File: config.mk
export PLATFORM = sky130hd
export DESIGN_NAME = ipv6_text_address_parser_top
export DESIGN_NICKNAME = d
export VERILOG_FILES = /design/src/ip6tp_pkg.sv /design/src/ip6tp_scan.sv /design/src/ipv6_text_address_parser_top.sv
export SDC_FILE = /design/constraint.sdc
export NUM_CORES = 1
export LEC_CHECK = 0
export CELL_PAD_IN_SITES_DETAIL_PLACEMENT = 0
export CELL_PAD_IN_SITES_GLOBAL_PLACEMENT = 2
export CORE_MARGIN = 2
export CORE_UTILIZATION = 49
export DETAILED_ROUTE_END_ITERATION = 16
export DONT_BUFFER_PORTS = 1
export GPL_ROUTABILITY_DRIVEN = 0
export PLACE_DENSITY_LB_ADDON = 0.15
export SLEW_MARGIN = 20
export SYNTH_ARGS = -nofsm -noshare
export SYNTH_HDL_FRONTEND = slang
export SYNTH_SLANG_ARGS = --single-unit
File: constraint.sdc
create_clock -name clk -period 30.8 [get_ports clk]
set_input_delay 7.7 -clock clk [delete_from_list [all_inputs] [get_ports clk]]
set_output_delay 7.7 -clock clk [all_outputs]
set_load 0.02 [all_outputs]
File: src/ip6tp_pkg.sv
`timescale 1ns / 1ps
package ip6tp_pkg;

  localparam int DEFAULT_MAX_TEXT_LEN = 64;
  localparam int GROUPS = 8;
  localparam int GROUP_DIGITS_MAX = 4;
  localparam int GROUP_W = 16;
  localparam int GIDX_W = $clog2(GROUPS);
  // counts that saturate one past the group total
  localparam int GCNT_W = $clog2(GROUPS + 2);
  localparam int DCNT_W = $clog2(GROUP_DIGITS_MAX + 2);

  localparam logic [7:0] CHAR_COLON = 8'h3a;

  localparam logic KIND_CHAR = 1'b0;
  localparam logic KIND_END = 1'b1;

  typedef enum logic [3:0] {
    ST_OK          = 4'd0,
    ST_EMPTY       = 4'd1,
    ST_LONG        = 4'd2,
    ST_MULTI_SHORT = 4'd3,
    ST_EMPTY_GROUP = 4'd4,
    ST_TRAIL_COLON = 4'd5,
    ST_MANY        = 4'd6,
    ST_NOT_EIGHT   = 4'd7,
    ST_FULL_SHORT  = 4'd8,
    ST_BAD_GROUP   = 4'd9
  } status_t;

  typedef enum logic [1:0] {
    SPLIT_NONE  = 2'd0,
    SPLIT_EMPTY = 2'd1,
    SPLIT_TRAIL = 2'd2
  } split_t;

  typedef struct packed {
    logic       ok;
    logic [3:0] value;
  } hex_t;

  function automatic hex_t hex_decode(input logic [7:0] c);
    hex_t h;
    h.ok = 1'b1;
    h.value = 4'd0;
    if (c >= 8'h30 && c <= 8'h39) begin
      h.value = 4'(c - 8'h30);
    end else if (c >= 8'h61 && c <= 8'h66) begin
      h.value = 4'(c - 8'h61 + 8'd10);
    end else if (c >= 8'h41 && c <= 8'h46) begin
      h.value = 4'(c - 8'h41 + 8'd10);
    end else begin
      h.ok = 1'b0;
    end
    return h;
  endfunction

endpackage

File: src/ip6tp_scan.sv
`timescale 1ns / 1ps
module ip6tp_scan import ip6tp_pkg::*; #(
  parameter int MAX_TEXT_LEN = DEFAULT_MAX_TEXT_LEN
) (
  input  logic        clk,
  input  logic        rst,
  input  logic        take,
  input  logic        kind,
  input  logic [7:0]  char_code,
  output logic [3:0]  status,
  output logic [63:0] addr_high,
  output logic [63:0] addr_low
);

  localparam int CC_W = $clog2(MAX_TEXT_LEN + 2);
  localparam logic [CC_W-1:0] MAX_LEN = CC_W'(MAX_TEXT_LEN);

  logic [CC_W-1:0]   char_count, char_count_next;
  logic              prev_was_colon, prev_was_colon_next;
  logic              pair_closed, pair_closed_next;
  logic [1:0]        shorthand_count, shorthand_count_next;
  logic [DCNT_W-1:0] group_digits, group_digits_next;
  logic [GROUP_W-1:0] group_value, group_value_next;
  split_t            split_error, split_error_next;
  logic              bad_group_seen, bad_group_seen_next;
  logic [GCNT_W-1:0] head_count, head_count_next;
  logic [GCNT_W-1:0] tail_count, tail_count_next;
  logic [GROUP_W-1:0] head_groups [GROUPS];
  logic [GROUP_W-1:0] tail_groups [GROUPS];

  logic               push_en;
  logic               push_head;
  logic               push_tail;
  logic [DCNT_W-1:0]  gd_base;
  logic [GROUP_W-1:0] gv_base;
  hex_t               hex;
  logic [GROUP_W-1:0] head_eff [GROUPS];
  logic [GROUP_W-1:0] tail_eff [GROUPS];
  logic [GCNT_W:0]    total;
  status_t            st;
  logic [GROUP_W-1:0] grp [GROUPS];

  // state update for one character, plus the group push that an end item may do
  always_comb begin
    char_count_next = char_count;
    prev_was_colon_next = prev_was_colon;
    pair_closed_next = pair_closed;
    shorthand_count_next = shorthand_count;
    group_digits_next = group_digits;
    group_value_next = group_value;
    split_error_next = split_error;
    bad_group_seen_next = bad_group_seen;
    push_en = 1'b0;
    gd_base = group_digits;
    gv_base = group_value;
    hex = hex_decode(char_code);

    if (kind == KIND_CHAR) begin
      if (char_count <= MAX_LEN) char_count_next = char_count + CC_W'(1);
      if (char_code == CHAR_COLON) begin
        if (prev_was_colon) begin
          if (shorthand_count == 2'd0) begin
            push_en = (group_digits != '0);
            shorthand_count_next = 2'd1;
            group_digits_next = '0;
            group_value_next = '0;
          end else begin
            shorthand_count_next = 2'd2;
          end
          pair_closed_next = 1'b1;
        end else begin
          pair_closed_next = 1'b0;
        end
        prev_was_colon_next = 1'b1;
      end else begin
        // a lone colon before this character was a plain separator
        if (prev_was_colon && !pair_closed) begin
          if (group_digits == '0) begin
            if (split_error == SPLIT_NONE) split_error_next = SPLIT_EMPTY;
          end else begin
            push_en = 1'b1;
            gd_base = '0;
            gv_base = '0;
          end
        end
        prev_was_colon_next = 1'b0;
        pair_closed_next = 1'b0;
        if (!hex.ok || gd_base >= DCNT_W'(GROUP_DIGITS_MAX)) bad_group_seen_next = 1'b1;
        group_value_next = gv_base;
        if (hex.ok && gd_base < DCNT_W'(GROUP_DIGITS_MAX)) begin
          group_value_next = {gv_base[GROUP_W-5:0], hex.value};
        end
        group_digits_next = gd_base;
        if (gd_base <= DCNT_W'(GROUP_DIGITS_MAX)) group_digits_next = gd_base + DCNT_W'(1);
      end
    end else begin
      // close the last part of the text
      if (prev_was_colon) begin
        if (!pair_closed) begin
          if (group_digits == '0) begin
            if (split_error == SPLIT_NONE) split_error_next = SPLIT_EMPTY;
          end else begin
            push_en = 1'b1;
            if (split_error == SPLIT_NONE) split_error_next = SPLIT_TRAIL;
          end
        end
      end else if (char_count != '0) begin
        push_en = 1'b1;
      end
    end

    push_head = push_en && (shorthand_count == 2'd0);
    push_tail = push_en && (shorthand_count != 2'd0);
    head_count_next = head_count;
    tail_count_next = tail_count;
    if (push_head && head_count <= GCNT_W'(GROUPS)) head_count_next = head_count + GCNT_W'(1);
    if (push_tail && tail_count <= GCNT_W'(GROUPS)) tail_count_next = tail_count + GCNT_W'(1);
  end

  // group stores as they stand after this push; the tail store shifts in at the bottom
  always_comb begin
    for (int i = 0; i < GROUPS; i++) begin
      head_eff[i] = head_groups[i];
      if (push_head && head_count == GCNT_W'(i)) head_eff[i] = group_value;
      if (push_tail) begin
        tail_eff[i] = (i == GROUPS - 1) ? group_value : tail_groups[(i + 1) % GROUPS];
      end else begin
        tail_eff[i] = tail_groups[i];
      end
    end
  end

  always_comb begin
    total = {1'b0, head_count_next} + {1'b0, tail_count_next};
    priority if (char_count == '0) st = ST_EMPTY;
    else if (char_count > MAX_LEN) st = ST_LONG;
    else if (shorthand_count >= 2'd2) st = ST_MULTI_SHORT;
    else if (split_error_next == SPLIT_EMPTY) st = ST_EMPTY_GROUP;
    else if (split_error_next == SPLIT_TRAIL) st = ST_TRAIL_COLON;
    else if (total > (GCNT_W+1)'(GROUPS)) st = ST_MANY;
    else if (shorthand_count == 2'd0 && total != (GCNT_W+1)'(GROUPS)) st = ST_NOT_EIGHT;
    else if (shorthand_count == 2'd1 && total == (GCNT_W+1)'(GROUPS)) st = ST_FULL_SHORT;
    else if (bad_group_seen) st = ST_BAD_GROUP;
    else st = ST_OK;

    for (int p = 0; p < GROUPS; p++) begin
      if ({1'b0, tail_count_next} + (GCNT_W+1)'(p) >= (GCNT_W+1)'(GROUPS)) begin
        grp[p] = tail_eff[p];
      end else if (head_count_next > GCNT_W'(p)) begin
        grp[p] = head_eff[p];
      end else begin
        grp[p] = '0;
      end
      if (st != ST_OK) grp[p] = '0;
    end
  end

  assign status = st;
  assign addr_high = {grp[0], grp[1], grp[2], grp[3]};
  assign addr_low = {grp[4], grp[5], grp[6], grp[7]};

  always_ff @(posedge clk) begin
    if (rst) begin
      char_count <= '0;
      prev_was_colon <= 1'b0;
      pair_closed <= 1'b0;
      shorthand_count <= 2'd0;
      group_digits <= '0;
      group_value <= '0;
      split_error <= SPLIT_NONE;
      bad_group_seen <= 1'b0;
      head_count <= '0;
      tail_count <= '0;
    end else if (take) begin
      if (kind == KIND_END) begin
        char_count <= '0;
        prev_was_colon <= 1'b0;
        pair_closed <= 1'b0;
        shorthand_count <= 2'd0;
        group_digits <= '0;
        group_value <= '0;
        split_error <= SPLIT_NONE;
        bad_group_seen <= 1'b0;
        head_count <= '0;
        tail_count <= '0;
      end else begin
        char_count <= char_count_next;
        prev_was_colon <= prev_was_colon_next;
        pair_closed <= pair_closed_next;
        shorthand_count <= shorthand_count_next;
        group_digits <= group_digits_next;
        group_value <= group_value_next;
        split_error <= split_error_next;
        bad_group_seen <= bad_group_seen_next;
        head_count <= head_count_next;
        tail_count <= tail_count_next;
      end
    end
  end

  always_ff @(posedge clk) begin
    if (take && kind == KIND_CHAR) begin
      for (int i = 0; i < GROUPS; i++) begin
        head_groups[i] <= head_eff[i];
        tail_groups[i] <= tail_eff[i];
      end
    end
  end

endmodule

File: src/ipv6_text_address_parser_top.sv
`timescale 1ns / 1ps
// IPv6 text address parser.
// Input channel (in_valid / in_stall): one item per transfer; kind 0 carries
// one ASCII character in char_code, kind 1 marks the end of the text.
// Output channel (out_valid / out_stall): one result per end item with the
// status code and the 128-bit address split into addr_high / addr_low; the
// address is zero unless the status is ok. Character items give no result.
// Throughput: one item per cycle, unless an end item waits for the result register;
// the character update between the input register and the parse state is
// combinational. An end item passes through the input register and then loads
// the result register.
// Character items keep flowing while a result waits; an end item waits in
// the input register until the result register is free, and in_stall rises
// only then. While out_stall is high the result holds steady.
// Reset clears the parse state and both valid flags.
module ipv6_text_address_parser_top import ip6tp_pkg::*; #(
  parameter int MAX_TEXT_LEN = DEFAULT_MAX_TEXT_LEN
) (
  input  logic        clk,
  input  logic        rst,
  input  logic        in_valid,
  output logic        in_stall,
  input  logic        kind,
  input  logic [7:0]  char_code,
  output logic        out_valid,
  input  logic        out_stall,
  output logic [3:0]  status,
  output logic [63:0] addr_high,
  output logic [63:0] addr_low
);

  logic        ir_valid;
  logic        ir_kind;
  logic [7:0]  ir_char;
  logic        ir_go;
  logic        in_take;
  logic [3:0]  res_status;
  logic [63:0] res_high;
  logic [63:0] res_low;

  // an end item needs a free result register, a character never waits
  assign ir_go = ir_valid && (ir_kind == KIND_CHAR || !out_valid || !out_stall);
  assign in_stall = ir_valid && !ir_go;
  assign in_take = in_valid && !in_stall;

  always_ff @(posedge clk) begin
    if (rst) begin
      ir_valid <= 1'b0;
    end else begin
      ir_valid <= in_take || (ir_valid && !ir_go);
    end
  end

  always_ff @(posedge clk) begin
    if (in_take) begin
      ir_kind <= kind;
      ir_char <= char_code;
    end
  end

  ip6tp_scan #(
    .MAX_TEXT_LEN(MAX_TEXT_LEN)
  ) u_scan (
    .clk(clk),
    .rst(rst),
    .take(ir_go),
    .kind(ir_kind),
    .char_code(ir_char),
    .status(res_status),
    .addr_high(res_high),
    .addr_low(res_low)
  );

  always_ff @(posedge clk) begin
    if (rst) begin
      out_valid <= 1'b0;
    end else if (ir_go && ir_kind == KIND_END) begin
      out_valid <= 1'b1;
    end else if (!out_stall) begin
      out_valid <= 1'b0;
    end
  end

  always_ff @(posedge clk) begin
    if (ir_go && ir_kind == KIND_END) begin
      status <= res_status;
      addr_high <= res_high;
      addr_low <= res_low;
    end
  end

endmodule

==> summary.txt, run 1 <==
Worst hold path
  • Hold crit path type: register to register
  • Hold path depth: 2

STA
  • Rel. slew slack: 26.79%
  • Fin Clk Skew: 25.67 ps
  • RSZ-0062 raised after global routing: no
  • Measured slew at the worst slew-check pin: 1098 ps
  • Final setup TNS: 0 ps
  • Final setup viols: 0
  • Fmax: 0.06366 GHz
  • Final min period: 15710 ps
  • Max Transition Viols Final: 0
  • Period Utilization, post-route: 51.01%
  • Hold Vio Cnt, Final: 0

Route
  • Initial DRT Pass Iterations: 5
  • DRC: 0
  • DRT Wirelength: 53040 um
  • Routed Antenna Nets: 0
  • Detailed-route via count: 12270
  • Starting DRT DRC Count: 1190
  • WL per Instance: 26.61 um
  • DR vias/cell: 6.157

GRT
  • GR Util All Layers: 24.25%
  • First-pass GRT wire length: 78330 um
  • Vias in the first global route: 11670
  • Initial antenna violation count: 2
  • Grt total ovfl: 0
  • Largest net degree at the start of global routing: 189

Clock network
  • TritonCTS Sinks: 440
  • Root Driver: clkbuf_16
  • Cts repair resizes: 0
  • CTS tree: built
  • H-tree level count: 2
  • Clock transition at path regs: 60 ps
  • Clk buf depth: 3
  • Clk_lat worst skew: 590 ps
  • Setup Fix Bufs, Post-CTS: 0
  • Hold Buf Count CTS: 0
  • TritonCTS buffer count: 46

Yosys
  • Post-Syn Area per Cell: 13.78 um2
  • FF+latch count, synth: 440
  • Synth Cell Area: 20270 um2
  • Ys Warns: 0
  • Syn Inst Count: 1471
  • Seq/Total Area, Yosys: 63.06%
  • Predominant post-synthesis flop cell: edfxtp_1
  • Commonest cells in the synthesized netlist: edfxtp_1 (397), mux2_2 (226), a21oi_1 (89)
  • Post-synth EDFFs: 397
  • Post-synth cell types: 78
  • Yosys top cell by area: edfxtp_1
  • Async set-reset flop share out of synthesis: 0%
  • Synth area leaders: edfxtp_1 (59%), mux2_2 (13%), dfxtp_1 (4.2%)
  • Cell with the most instances after synthesis: edfxtp_1
  • Yosys top cell area share: 58.81%
  • Syn Nets: 1508

Layout
  • Final Util: 54.10%
  • Final Non-Filler Cells: 1993
  • Ant. Diodes: 0
  • Final nets: 1468
  • Synthesis-to-finish area growth: 8.981%
  • Fraction of layout instances using a drive strength above 1: 23.89%
  • Number of fill cells in the layout: 3342

Placement
  • Placed Cells: 1915
  • # port buffers: 0
  • DP HPWL: 32130 um

Power and ir drop
  • Pleak: 6.140 nW
  • Total power per unit cell area: 55.00 nW/um2
  • Worst-case vdd ir drop: 41.10 uV

Setup path
  • CP bufs+invs: 1
  • R2R depth: 17
  • Crit-path slowest cell: inv_1
  • Worst setup EP type: primary output
  • Top delay family on crit path: buffers and inverters
  • Worst setup path category: primary input to primary output
  • Worst path cell trace: nand4_1 -> inv_1
  • WP depth: 2
  • CP Data Required Time: 23100 ps
  • Crit path largest cell delay: 210 ps
  • Setup crit start kind: primary input
  • Critical Path Fanout Max: 3
  • Crit path DAT: 8010 ps

Floorplan
  • Core area: 40830 um2
  • Die Wd: 207.4 um
  • Initial Utilization: 49.64%
  • Row count: 74
  • Boundary pin count: 147
  • DIE AREA: 43010 um2
  • Die H: 207.4 um

Outcome
  • Status: completed

Flow run
  • Max-cap violations: 0
==> per-stage QoR <==
step           hold WS (ps)  total power [mW]  worst slack [ps]  instance area (um2)
5_1_grt               539.2             1.251             15050                22090
6_report              513.1             1.215             15090                22090
3_5_place_dp          499.1            0.7054             15090                20700
4_1_cts               510.1             1.227             15090                22070
2_1_floorplan         465.6            0.7015             14890                20270
3_3_place_gp          488.2            0.7046             15090                20700
==> where the power goes <==
part	switching, mW	internal [mW]	total, mW
logic	0.0192	0.00899	0.0282
clock network	0.232	0.290	0.522
registers	0.00820	0.656	0.664
==> worst paths after layout <==
path	start	end	slack [ps]
setup / recovery	out_stall	in_stall	15090
hold / removal	u_scan.split_error[1]$_SDFFE_PP0P_	u_scan.split_error[1]$_SDFFE_PP0P_	510
setup reg to reg	ir_char[0]$_DFFE_PP_	addr_low[16]$_SDFFCE_PP0P_	24540
hold reg to reg	u_scan.split_error[1]$_SDFFE_PP0P_	u_scan.split_error[1]$_SDFFE_PP0P_	510
==> routing by layer <==
metal | global-route usage [%] | part of all wire, % | routed length [um]
met1 | 35.86 | 46 | 24610
met2 | 37.25 | 46 | 24350
met3 | 4.130 | 5.8 | 3073
met4 | 6.281 | 1.9 | 999
met5 | 0 | 0 | 0
==> registers in the layout, indices dropped and copies added, names as in the netlist, 7 cells and up <==
| signal | count |
|---|---|
| addr_high | 64 |
| u_scan.char_count | 7 |
| addr_low | 64 |
| ir_char | 8 |
| u_scan.group_value | 16 |
| u_scan.tail_groups | 128 |
| u_scan.head_groups | 128 |
==> cell families (layout without fill, tap and decap cells) <==
| group | after synthesis | after routing | synth area share [%] |
|---|---|---|---|
| AOI/OAI and AO/OA | 259 | 259 | 9.315 |
| xor gates and xnor gates | 10 | 10 | 0.4321 |
| adders and majority gates | 25 | 25 | 1.568 |
| buffers and inverters | 165 | 155 | 3.309 |
| DFF | 440 | 440 | 63.06 |
| muxes | 269 | 269 | 14.68 |
| and+or+nand+nor | 303 | 303 | 7.636 |
==> placed cells by master (no fill, tap or decap), drive strengths merged, types with 25 or more instances in the layout <==
master | Yosys | final
nand3 | 62 | 62
a21oi | 90 | 90
clkbuf | 78 | 53
a32o | 25 | 25
nor2 | 82 | 82
inv | 55 | 57
mux2 | 226 | 226
nand2 | 65 | 65
dfxtp | 43 | 43
edfxtp | 397 | 397
mux2i | 43 | 43
==> final cells by class <==
class | count | area (um2) | area share [%]
Tap cell | 532 | 665.6 | 3.013
Inverter | 55 | 206.4 | 0.9346
Timing Repair Buffer | 22 | 177.7 | 0.8043
Multi-Input combinational cell | 866 | 6888 | 31.18
Sequential cell | 440 | 12780 | 57.86
Clock buffer | 53 | 1177 | 5.330
Clock inverter | 25 | 192.7 | 0.8723
No activity file was read; power rests on OpenSTA's default activity.
==> run 2: changes to the inputs <==
- CORE_UTILIZATION: 49 -> 45
- clock period: 30.8 -> 15.75 ns (I/O delays scaled with it)
==> summary.txt, run 2 (synthesis gave the netlist of run 1 again) <==
GRT
  • Grt total ovfl: 0 (unchanged)
  • Initial antenna violation count: 2 (unchanged)
  • Largest net degree at the start of global routing: 189 (unchanged)
  • Vias in the first global route: 11980 (+2.7%)
  • GR Util All Layers: 22.93% (-1.3 points)
  • First-pass GRT wire length: 80060 um (+2.2%)

Floorplan
  • Boundary pin count: 147 (unchanged)
  • DIE AREA: 46760 um2 (+8.7%)
  • Core area: 44320 um2 (+8.5%)
  • Die H: 216.2 um (+4.3%)
  • Die Wd: 216.2 um (+4.3%)
  • Initial Utilization: 45.74% (-3.9 points)
  • Row count: 77 (+4.1%)

Route
  • Initial DRT Pass Iterations: 5 (unchanged)
  • Routed Antenna Nets: 0 (unchanged)
  • DR vias/cell: 5.938 (-3.5%)
  • Starting DRT DRC Count: 1013 (-15%)
  • Detailed-route via count: 12260 (-0.065%)
  • DRT Wirelength: 53800 um (+1.4%)
  • WL per Instance: 26.05 um (-2.1%)
  • DRC: 0 (unchanged)

Clock network
  • Hold Buf Count CTS: 0 (unchanged)
  • Cts repair resizes: 0 (unchanged)
  • Setup Fix Bufs, Post-CTS: 0 (unchanged)
  • H-tree level count: 2 (unchanged)
  • CTS tree: built
  • Clk buf depth: 3 (unchanged)
  • Root Driver: clkbuf_16
  • Clock transition at path regs: 50 ps (about the same)
  • TritonCTS buffer count: 48 (+4.3%)
  • TritonCTS Sinks: 440 (unchanged)
  • Clk_lat worst skew: 600 ps (about the same)

Power and ir drop
  • Worst-case vdd ir drop: 76.71 uV (+87%)
  • Tot Pwr: 2.476 mW (+100%)
  • Sw frac: 21.60% (+0.22 points)
  • Int Power: 1.941 mW (+100%)
  • Pleak: 6.233 nW (+1.5%)
  • Seq pwr share: 52.5% (-2.2 points)
  • Clk pwr share: 45.3% (+2.3 points)
  • Psw: 0.5349 mW (+110%)
  • Total power per unit cell area: 110.8 nW/um2 (+100%)
  • Combinational fraction of design power: 2.2% (about the same)

STA
  • Final setup TNS: 0 ps (unchanged)
  • Fin Clk Skew: 25.58 ps (-0.08670 ps)
  • Final setup viols: 0 (unchanged)
  • Fmax: 0.1224 GHz
  • Hold Vio Cnt, Final: 0 (unchanged)
  • RSZ-0062 raised after global routing: no
  • Final min period: 8173 ps
  • Period Utilization, post-route: 51.89%
  • Measured slew at the worst slew-check pin: 1146 ps (+47.47 ps)
  • Max Transition Viols Final: 0 (unchanged)
  • Rel. slew slack: 23.52% (-3.3 points)

Setup path
  • Worst setup path category: primary input to primary output
  • Crit path DAT: 4240 ps (-3770 ps)
  • Worst setup EP type: primary output
  • Crit path largest cell delay: 200 ps (about the same)
  • Worst path cell trace: nand4_1 -> inv_1
  • CP Data Required Time: 11810 ps (-11290 ps)
  • Critical Path Fanout Max: 3 (unchanged)
  • CP bufs+invs: 1 (unchanged)
  • Top delay family on crit path: buffers and inverters
  • Crit-path slowest cell: inv_1
  • Setup crit start kind: primary input

Layout
  • Commonest non-fill, non-tap cell in the layout: edfxtp_1
  • Most frequent cells in the layout: edfxtp_1 (397), mux2_2 (226), a21oi_1 (89)
  • Regs by FF count: u_scan.head_groups: 128 flops, u_scan.tail_groups: 128 flops
  • Ant. Diodes: 0 (unchanged)
  • Synthesis-to-finish area growth: 10.22%
  • Final nets: 1471 (+0.20%)
  • Reg area: 12780 um2 (unchanged)
  • Area occupied by multi-input gates: 6874 um2 (-0.20%)
  • Fraction of layout instances using a drive strength above 1: 24.37% (+0.48 points)
  • Number of fill cells in the layout: 3846 (+15%)

Placement
  • # port buffers: 0 (unchanged)
  • DP HPWL: 32930 um (+2.5%)

Worst hold path
  • Hold crit path type: register to register

Flow run
  • Max-cap violations: 0 (unchanged)

Outcome
  • Status: completed
==> run 2: cell count changes in the layout (fill, tap and decap cells not counted), sizes merged <==
| cell | delta |
|---|---|
| bufinv | +2 |
| clkbuf | +4 |
| buf | +1 |
| clkinv | +3 |
| inv | +1 |
| clkinvlp | +1 |
==> run 2: path summary, 6_finish.rpt <==
| path | startpoint | end | slack [ps] | depth (start not counted) |
|---|---|---|---|---|
| setup / recovery | out_stall | in_stall | 7580 | 2 |
| hold / removal | u_scan.split_error[1]$_SDFFE_PP0P_ | u_scan.split_error[1]$_SDFFE_PP0P_ | 500 | 2 |
| setup reg to reg | ir_char[0]$_DFFE_PP_ | addr_low[37]$_SDFFCE_PP0P_ | 9720 | 17 |
| hold reg to reg | u_scan.split_error[1]$_SDFFE_PP0P_ | u_scan.split_error[1]$_SDFFE_PP0P_ | 500 | 2 |
==> run 2: area by class of cell <==
class / count / share of cell area [%]
clock inverter: 32 / 1.327
clock buffer: 57 / 5.623
multi-input combinational: 866 / 30.77
inverter: 55 / 0.9241
timing repair buffer: 23 / 0.8289
sequential: 440 / 57.21
tap: 592 / 3.315
==> run 2: per-layer routing <==
layer	vias up	GRT usage [%]	wire length [um]
li1	5544	-	-
met1	6307	33.42	25070
met2	347	35.88	25030
met3	65	3.537	2653
met4	0	6.187	1046
met5	-	0	0
==> run 2: power by group through the flow <==
stage               logic, mW  clock network [mW]  registers, mW
global route           0.0612                1.19           1.30
CTS                    0.0563                1.15           1.30
floorplan              0.0417                   0           1.33
finish                 0.0553                1.12           1.30
global placement       0.0551                   0           1.32
detailed placement     0.0560                   0           1.32
==> run 2: through the flow <==
stage / util (%) / instance area [um2] / std cells / worst slack (ps) / hold slack, ps
final: 50.41 / 22340 / 2065 / 7577 / 503.4
after global routing: 50.41 / 22340 / 2065 / 7522 / 548.0
after CTS: 50.39 / 22330 / 2065 / 7574 / 505.0
after detailed placement: 46.89 / 20780 / 1976 / 7574 / 495.7
after global placement: 46.89 / 20780 / 1976 / 7560 / 488.2
after floorplan: - / 20270 / 1471 / 3602 / 465.6
